===== src/design/pidl_pkg.sv =====
// Shared constants, codes and controller/datapath interface types for the positional list.
package pidl_pkg;

    localparam int DEPTH = 32;
    localparam int LEN_W = $clog2(DEPTH + 1);
    localparam int IDX_W = $clog2(DEPTH);
    localparam int POS_W = 6;
    localparam int VAL_W = 32;
    localparam int CMD_W = 2;
    localparam int ST_W  = 2;
    localparam int CMP_W = (LEN_W > POS_W) ? LEN_W : POS_W;
    localparam int S_TDATA_W = ((POS_W + VAL_W + 7) / 8) * 8;
    localparam int M_TDATA_W = ((VAL_W + 7) / 8) * 8;

    localparam logic [CMD_W-1:0] CMD_INSERT = 2'd0;
    localparam logic [CMD_W-1:0] CMD_DELETE = 2'd1;
    localparam logic [CMD_W-1:0] CMD_DUMP   = 2'd2;

    localparam logic [ST_W-1:0] ST_DONE   = 2'd0;
    localparam logic [ST_W-1:0] ST_ELEM   = 2'd1;
    localparam logic [ST_W-1:0] ST_REJECT = 2'd2;
    localparam logic [ST_W-1:0] ST_EMPTY  = 2'd3;

    typedef struct packed {
        logic              do_ins;
        logic              do_del;
        logic              ld_res;
        logic              ld_elem;
        logic [ST_W-1:0]   res_status;
        logic              res_last;
        logic [IDX_W-1:0]  idx;
        logic [IDX_W-1:0]  pos;
        logic [VAL_W-1:0]  value;
    } t_dp_cmd;

    typedef struct packed {
        logic [LEN_W-1:0]  len;
        logic              full;
        logic              empty;
    } t_dp_stat;

endpackage


===== src/design/pidl_datapath.sv =====
// List cells, length counter and output payload registers.
module pidl_datapath (
    input  logic                          i_clk,
    input  logic                          i_rst_n,
    input  pidl_pkg::t_dp_cmd             i_cmd,
    output pidl_pkg::t_dp_stat            o_stat,
    output logic [pidl_pkg::ST_W-1:0]     o_status,
    output logic [pidl_pkg::VAL_W-1:0]    o_element,
    output logic                          o_last
);

    logic [pidl_pkg::VAL_W-1:0] r_entries [pidl_pkg::DEPTH];
    logic [pidl_pkg::LEN_W-1:0] r_len;
    logic [pidl_pkg::ST_W-1:0]  r_status;
    logic [pidl_pkg::VAL_W-1:0] r_element;
    logic                       r_last;

    always_ff @(posedge i_clk) begin
        for (int i = 0; i < pidl_pkg::DEPTH; i++) begin
            if (i_cmd.do_ins) begin
                if (pidl_pkg::IDX_W'(i) == i_cmd.pos) begin
                    r_entries[i] <= i_cmd.value;
                end else if (i > 0 && pidl_pkg::IDX_W'(i) > i_cmd.pos) begin
                    r_entries[i] <= r_entries[(i > 0) ? i - 1 : 0];
                end
            end else if (i_cmd.do_del) begin
                if (i < pidl_pkg::DEPTH - 1 && pidl_pkg::IDX_W'(i) >= i_cmd.pos) begin
                    r_entries[i] <= r_entries[(i < pidl_pkg::DEPTH - 1) ? i + 1 : i];
                end
            end
        end
    end

    always_ff @(posedge i_clk) begin
        if (!i_rst_n) begin
            r_len <= '0;
        end else if (i_cmd.do_ins) begin
            r_len <= r_len + pidl_pkg::LEN_W'(1);
        end else if (i_cmd.do_del) begin
            r_len <= r_len - pidl_pkg::LEN_W'(1);
        end
    end

    always_ff @(posedge i_clk) begin
        if (i_cmd.ld_elem) begin
            r_status  <= pidl_pkg::ST_ELEM;
            r_element <= r_entries[i_cmd.idx];
            r_last    <= i_cmd.res_last;
        end else if (i_cmd.ld_res) begin
            r_status  <= i_cmd.res_status;
            r_element <= '0;
            r_last    <= 1'b1;
        end
    end

    assign o_stat.len   = r_len;
    assign o_stat.full  = (r_len == pidl_pkg::LEN_W'(pidl_pkg::DEPTH));
    assign o_stat.empty = (r_len == '0);
    assign o_status     = r_status;
    assign o_element    = r_element;
    assign o_last       = r_last;

endmodule


===== src/design/pidl_controller.sv =====
// Command decode, dump sequencer and output valid control.
module pidl_controller (
    input  logic                          i_clk,
    input  logic                          i_rst_n,
    input  logic                          i_s_tvalid,
    output logic                          o_s_tready,
    input  logic [pidl_pkg::CMD_W-1:0]    i_command,
    input  logic [pidl_pkg::POS_W-1:0]    i_position,
    input  logic [pidl_pkg::VAL_W-1:0]    i_value,
    output logic                          o_m_tvalid,
    input  logic                          i_m_tready,
    input  pidl_pkg::t_dp_stat            i_stat,
    output pidl_pkg::t_dp_cmd             o_cmd
);

    typedef enum logic {
        S_IDLE,
        S_DUMP
    } t_state;

    t_state                     r_state, n_state;
    logic                       r_valid, n_valid;
    logic [pidl_pkg::IDX_W-1:0] r_idx, n_idx;
    logic                       out_free;
    logic                       take;
    logic                       idx_last;
    logic [pidl_pkg::CMP_W-1:0] pos_x;
    logic [pidl_pkg::CMP_W-1:0] len_x;

    assign out_free   = !r_valid || i_m_tready;
    assign o_s_tready = (r_state == S_IDLE) && out_free;
    assign take       = i_s_tvalid && o_s_tready;
    assign pos_x      = pidl_pkg::CMP_W'(i_position);
    assign len_x      = pidl_pkg::CMP_W'(i_stat.len);
    assign idx_last   = (pidl_pkg::LEN_W'(r_idx) + pidl_pkg::LEN_W'(1) == i_stat.len);

    always_comb begin
        n_state          = r_state;
        n_idx            = r_idx;
        o_cmd            = '0;
        o_cmd.pos        = i_position[pidl_pkg::IDX_W-1:0];
        o_cmd.value      = i_value;
        o_cmd.idx        = r_idx;
        o_cmd.res_status = pidl_pkg::ST_REJECT;
        case (r_state)
            S_IDLE: begin
                if (take) begin
                    o_cmd.ld_res = 1'b1;
                    case (i_command)
                        pidl_pkg::CMD_INSERT: begin
                            if (!i_stat.full && pos_x <= len_x) begin
                                o_cmd.do_ins     = 1'b1;
                                o_cmd.res_status = pidl_pkg::ST_DONE;
                            end
                        end
                        pidl_pkg::CMD_DELETE: begin
                            if (pos_x < len_x) begin
                                o_cmd.do_del     = 1'b1;
                                o_cmd.res_status = pidl_pkg::ST_DONE;
                            end
                        end
                        pidl_pkg::CMD_DUMP: begin
                            if (i_stat.empty) begin
                                o_cmd.res_status = pidl_pkg::ST_EMPTY;
                            end else begin
                                o_cmd.ld_res = 1'b0;
                                n_state      = S_DUMP;
                                n_idx        = '0;
                            end
                        end
                        default: begin
                            o_cmd.res_status = pidl_pkg::ST_REJECT;
                        end
                    endcase
                end
            end
            S_DUMP: begin
                if (out_free) begin
                    o_cmd.ld_elem  = 1'b1;
                    o_cmd.res_last = idx_last;
                    if (idx_last) begin
                        n_state = S_IDLE;
                    end else begin
                        n_idx = r_idx + pidl_pkg::IDX_W'(1);
                    end
                end
            end
            default: begin
                n_state = S_IDLE;
            end
        endcase
        if (o_cmd.ld_res || o_cmd.ld_elem) begin
            n_valid = 1'b1;
        end else if (i_m_tready) begin
            n_valid = 1'b0;
        end else begin
            n_valid = r_valid;
        end
    end

    always_ff @(posedge i_clk) begin
        if (!i_rst_n) begin
            r_state <= S_IDLE;
            r_valid <= 1'b0;
            r_idx   <= '0;
        end else begin
            r_state <= n_state;
            r_valid <= n_valid;
            r_idx   <= n_idx;
        end
    end

    assign o_m_tvalid = r_valid;

`ifndef SYNTHESIS
    a_single_result: assert property (@(posedge i_clk) disable iff (!i_rst_n)
        (take && i_command != pidl_pkg::CMD_DUMP) |=> r_valid)
        else $error("accepted command produced no result");

    a_dump_len_stable: assert property (@(posedge i_clk) disable iff (!i_rst_n)
        (r_state == S_DUMP) |=> $stable(i_stat.len))
        else $error("list length changed during dump");

    a_dump_idx_range: assert property (@(posedge i_clk) disable iff (!i_rst_n)
        (r_state == S_DUMP) |-> (pidl_pkg::LEN_W'(r_idx) < i_stat.len))
        else $error("dump index beyond list length");

    a_no_shift_dump: assert property (@(posedge i_clk) disable iff (!i_rst_n)
        (o_cmd.do_ins || o_cmd.do_del) |-> (r_state == S_IDLE && !o_cmd.ld_elem))
        else $error("list shifted outside idle");
`endif

endmodule


===== src/design/positional_insert_delete_list.sv =====
// Top level of the positional insert/delete list.
//
// Input stream: one transfer per command. tuser holds the command
// (insert, delete, dump); tdata holds the position and the value.
// Output stream: status in tuser, element in tdata, tlast marks the final
// result of a command.
// Insert and delete shift the cells from the position on in the cycle
// the command is taken; their single result reaches the output next cycle.
// A dump of a list of N entries yields N transfers, one per cycle when the
// receiver keeps tready high, the first after the dump state is entered;
// the input is not ready until the last element is loaded into the output
// register. A dump of an empty list yields one empty-status transfer.
// One output register parts the two sides: a new command is taken in the
// same cycle the pending result is taken. When the receiver stalls, the
// result holds and the input stays not ready.
// Reset clears the list length and the output valid; cell contents are
// not cleared and never read before written.
module positional_insert_delete_list (
    input  logic                              i_clk,
    input  logic                              i_rst_n,
    input  logic                              s_axis_tvalid,
    output logic                              s_axis_tready,
    // [5:0] position, [37:6] value, [39:38] zero
    input  logic [pidl_pkg::S_TDATA_W-1:0]    s_axis_tdata,
    // [1:0] command
    input  logic [pidl_pkg::CMD_W-1:0]        s_axis_tuser,
    output logic                              m_axis_tvalid,
    input  logic                              m_axis_tready,
    // [31:0] element
    output logic [pidl_pkg::M_TDATA_W-1:0]    m_axis_tdata,
    // [1:0] status
    output logic [pidl_pkg::ST_W-1:0]         m_axis_tuser,
    output logic                              m_axis_tlast
);

    pidl_pkg::t_dp_cmd           dp_cmd;
    pidl_pkg::t_dp_stat          dp_stat;
    logic [pidl_pkg::VAL_W-1:0]  element;

    pidl_controller u_ctrl (
        .i_clk      (i_clk),
        .i_rst_n    (i_rst_n),
        .i_s_tvalid (s_axis_tvalid),
        .o_s_tready (s_axis_tready),
        .i_command  (s_axis_tuser),
        .i_position (s_axis_tdata[pidl_pkg::POS_W-1:0]),
        .i_value    (s_axis_tdata[pidl_pkg::POS_W +: pidl_pkg::VAL_W]),
        .o_m_tvalid (m_axis_tvalid),
        .i_m_tready (m_axis_tready),
        .i_stat     (dp_stat),
        .o_cmd      (dp_cmd)
    );

    pidl_datapath u_dp (
        .i_clk     (i_clk),
        .i_rst_n   (i_rst_n),
        .i_cmd     (dp_cmd),
        .o_stat    (dp_stat),
        .o_status  (m_axis_tuser),
        .o_element (element),
        .o_last    (m_axis_tlast)
    );

    assign m_axis_tdata = pidl_pkg::M_TDATA_W'(element);

endmodule

===== config.mk =====
export PLATFORM = sky130hd
export DESIGN_NAME = positional_insert_delete_list
export DESIGN_NICKNAME = d
export VERILOG_FILES = /design/src/design/pidl_pkg.sv /design/src/design/pidl_datapath.sv /design/src/design/pidl_controller.sv /design/src/design/positional_insert_delete_list.sv
export SDC_FILE = /design/constraint.sdc
export NUM_CORES = 2
export LEC_CHECK = 0
export BUFFER_PORTS_ARGS = -buffer_cell sky130_fd_sc_hd__buf_2
export CAP_MARGIN = 20
export CORE_ASPECT_RATIO = 2
export CORE_UTILIZATION = 45
export CTS_CLUSTER_DIAMETER = 150
export DETAILED_ROUTE_END_ITERATION = 7
export SETUP_SLACK_MARGIN = 0.3
export SLEW_MARGIN = 5
export SYNTH_ARGS = -nofsm -noshare
export SYNTH_HDL_FRONTEND = slang
export SYNTH_SLANG_ARGS = --single-unit
export TNS_END_PERCENT = 100

===== constraint.sdc =====
create_clock -name i_clk -period 7.8 [get_ports i_clk]
set_input_delay 0.39 -clock i_clk [delete_from_list [all_inputs] [get_ports i_clk]]
set_output_delay 0.39 -clock i_clk [all_outputs]
set_load 0.005 [all_outputs]

==> metrics <==
Reg-to-Reg Start=u_dp.r_len[3]$_SDFFE_PN0P_; register bit count reported by yosys=1,077; Power per Cell Area=approximately 190 mW/mm^2; Die H=~530 um; cts hold-fix bufs=1; Slew @ Worst Pin=1.10 ns; Top FF cell, synth=edfxtp_1; Final ANT Viol Nets=0; hold depth=4; worst reg2reg setup slack=about 3 ns; # IOs=83; Die W=266 um; Rel. slew slack=about a quarter; Multi-input gate area=0.0284 mm^2; clock slew at reported path FFs=0.07 ns; mux cell area share after synthesis=27.9%; max-cap violations=0; post-CTS setup buffer count=0; clock sink count=1,077; crit path DAT=5.41 ns; Tmin final=approximately 4.8 ns; Async S/R FF share, synth=0%; Root Buffer=clkbuf_16; status=complete, no violations; Peak supply drop=0.200 mV; Detail Placement HPWL=117 mm; Setup crit start kind=register; Leak=between 20 and 25 nW; FMAX=0.208 GHz; worst reg2reg path depth=14; syn_area_per_cell=12.1 um^2; met1 Resource Use GR=26.8%; HP Start=m_axis_tready; RePlAce Congestion=0.861; drt drc=0; CTS tree=done; Worst Setup SP=u_dp.r_len[3]$_SDFFE_PN0P_; synthesized netlist net count=about 5,300; worst path bufs/invs=2; Core Region=0.138 mm^2; Die Area=0.141 mm^2; final WL=162 mm; Area growth, synth to finish=7.78%; Clock Path Buffers=3; routed vias/inst=5.79; Final Skew=about 0.026 ns; dominant combinational cell family by area after synthesis=multiplexers; Initial DRC Count=2,993; CP Cell Sequence=inv_1 -> ha_1 -> and4_1 -> o21ai_0 -> a32oi_4 -> buf_4 -> or2_1 -> ha_1 -> a211oi_1 -> o21bai_1 -> a21oi_1 -> nor3_1 -> or3_1 -> and3_1; worst hold path class=in2reg; CTS H-tree lvls=3; Via Count=40,100; CP endpoint kind=register; XOR/XNOR share of the synthesized area=0.163%; Hold EP=u_ctrl.o_m_tvalid$_SDFFE_PN0P_; Worst Path Required=8.40 ns; GR Util All Layers=22.9%; Yosys top cell by area=edfxtp_1; number of fill cells=12,200; Synth Area in Compound Gates=~8.6%; CTS buffer count=100; grt met3 use=under 10%; Starting Density=45.4%; Synth Area in Adders=0.251%; RSZ-0062 raised after global routing=false; Mapped Cells=5,204; critical path type=reg2reg; period utilization=61.6%; most used routing layer=met2; Fin. Hold Viols=0; Final setup violation count=0; Reg-to-Reg End=u_dp.r_len[5]$_SDFFE_PN0P_; wire per inst=~23 um; number of synthesized flops with an enable pin=1,057; YS warnings=0; met2 Use GR=between 40% and 50%; grt total ovfl=0; Buffers on Ports=80; number of different library cells in the post-synthesis netlist=56; Setup Total Neg Slack=0 ns; CP max stage cell=or2_1; drt first pass iters=6; CP delay by family, top=simple AND/OR/NAND/NOR gates; global-route wire length before repair=248 mm; Seq/Total Area, Yosys=51.1%; simple-gate portion of the synthesized area=7.57%; vias in the first global route=40,000; row count=193; Clk Latency, worst-skew pair=0.72 ns; Synth top area share=about half; peak fanout along the critical path=35; Sequential cell area=0.0322 mm^2; share of cells above drive strength 1=between 15 and 20%; Final Slew Violations=0; worst stage delay on the critical path=0.76 ns; maximum number of pins on one net before global-route repair=approximately 120; CP most frequent cell=ha_1; post-CTS sizing=0; synthesized area=0.0629 mm^2; Hold WS=0.112 ns; initial antenna violation count=6; final net count=just over 5,000; main area contributors after synthesis=edfxtp_1 50%, mux2i_1 15%, mux4_2 11%
logic make-up after synthesis:
group | count (synthesis)
fa+ha+maj | 12
buf+inv | 575
mux | 1345
compound gates | 1050
xor+xnor | 10
simple gates | 1135
flops | 1077
flip-flops by register name, summed over array words and instances (netlist names), named ones only:
register / count
u_dp.o_status: 2
u_dp.r_len: 6
u_dp.o_last: 1
u_dp.r_entries: 1024
u_ctrl.o_m_tvalid: 1
u_ctrl.r_idx: 5
u_dp.o_element: 32
u_ctrl.r_state: 1
how the worst max path moves through the flow:
stage | to | cells after the start | slack [ns]
floorplan | u_dp.r_entries[8][0]$_DFFE_PP_ | 10 | 2.10
global placement | u_dp.r_len[5]$_SDFFE_PN0P_ | 15 | 2.64
detailed placement | u_dp.r_len[5]$_SDFFE_PN0P_ | 15 | 2.57
CTS | u_dp.r_len[5]$_SDFFE_PN0P_ | 14 | 3.02
global route | u_dp.r_len[5]$_SDFFE_PN0P_ | 14 | 2.78
finish | u_dp.r_len[5]$_SDFFE_PN0P_ | 14 | 3.00
synthesized netlist by cell type, drive strengths merged, types with 2 or more instances:
cell type     n
and2          7
mux2i       960
a2111oi       3
a21boi        2
dfxtp        20
or3           6
nand4         3
or2           7
ha           11
nor2        802
nand2       237
nor3         20
o21a          2
edfxtp     1057
a21oi       785
nor4          8
and4          2
and3          2
xor2          2
inv          76
xnor2         7
o21bai        2
nand2b       11
a21o          8
mux2         65
nor2b         9
mux4        320
buf         211
a22o          3
a211oi        3
nor3b        10
o22ai        33
clkbuf      288
nand3         6
or4           3
o21ai       203
where the power goes:
| part | internal [mW] | switching, mW |
|---|---|---|
| Sequential | 6.55 | 0.102 |
| Clock | 2.73 | 2.31 |
| Combinational | 0.504 | 0.701 |
| Total | 9.79 | 3.11 |
cells in the final DEF (no fill, tap or decap), types with 14 or more instances in the layout:
| cell type | n |
|---|---|
| mux2_2 | 58 |
| a21oi_1 | 778 |
| edfxtp_1 | 1057 |
| mux2i_1 | 960 |
| nor2_1 | 787 |
| o21ai_0 | 160 |
| nand2_1 | 221 |
| clkbuf_1 | 17 |
| nand2_2 | 16 |
| buf_2 | 80 |
| dfxtp_1 | 16 |
| clkbuf_16 | 102 |
| clkinv_2 | 25 |
| nor2_4 | 14 |
| inv_1 | 75 |
| clkinv_1 | 18 |
| o22ai_1 | 33 |
| buf_4 | 107 |
| o21ai_1 | 38 |
| mux4_2 | 320 |
metrics by stage:
stage | total power, mW | area, um^2 | utilization (%) | cells | setup WS, ns
global placement | 7.94 | 64400 | 46.6 | 6747 | 2.64
global route | 13.3 | 67800 | 49.0 | 6940 | 2.78
floorplan | 7.64 | 62900 | - | 5204 | 2.10
finish | 12.9 | 67800 | 49.0 | 6940 | 3.00
CTS | 13.0 | 67700 | 48.9 | 6935 | 3.02
detailed placement | 7.99 | 64500 | 46.6 | 6749 | 2.57
tightest hold or removal path, delay by kind of cell:
kind / cells / cell delay, ns
AND/OR/NAND/NOR: 2 / 0.21
buffers and inverters: 1 / 0.09
AO/OA/AOI/OAI: 1 / 0.08
cell type report:
cell class / count / area share [%]
well taps: 1852 / 3.42
inverters: 76 / 0.421
clock buffers: 119 / 3.86
diodes: 2 / 0.00739
clock inverters: 66 / 0.896
repair buffers: 196 / 2.03
multi-input cells: 3552 / 41.9
flip-flops and latches: 1077 / 47.5
routing by layer:
layer | part of all wire, % | wire length, um | up-vias
met5 | 0.028 | 45 | -
met4 | 1.8 | 2870 | 8
met3 | 4.3 | 6950 | 203
met2 | 56 | 90500 | 1035
met1 | 38 | 61300 | 19800
li1 | - | - | 19100
Power figures use the tool's default switching activity.
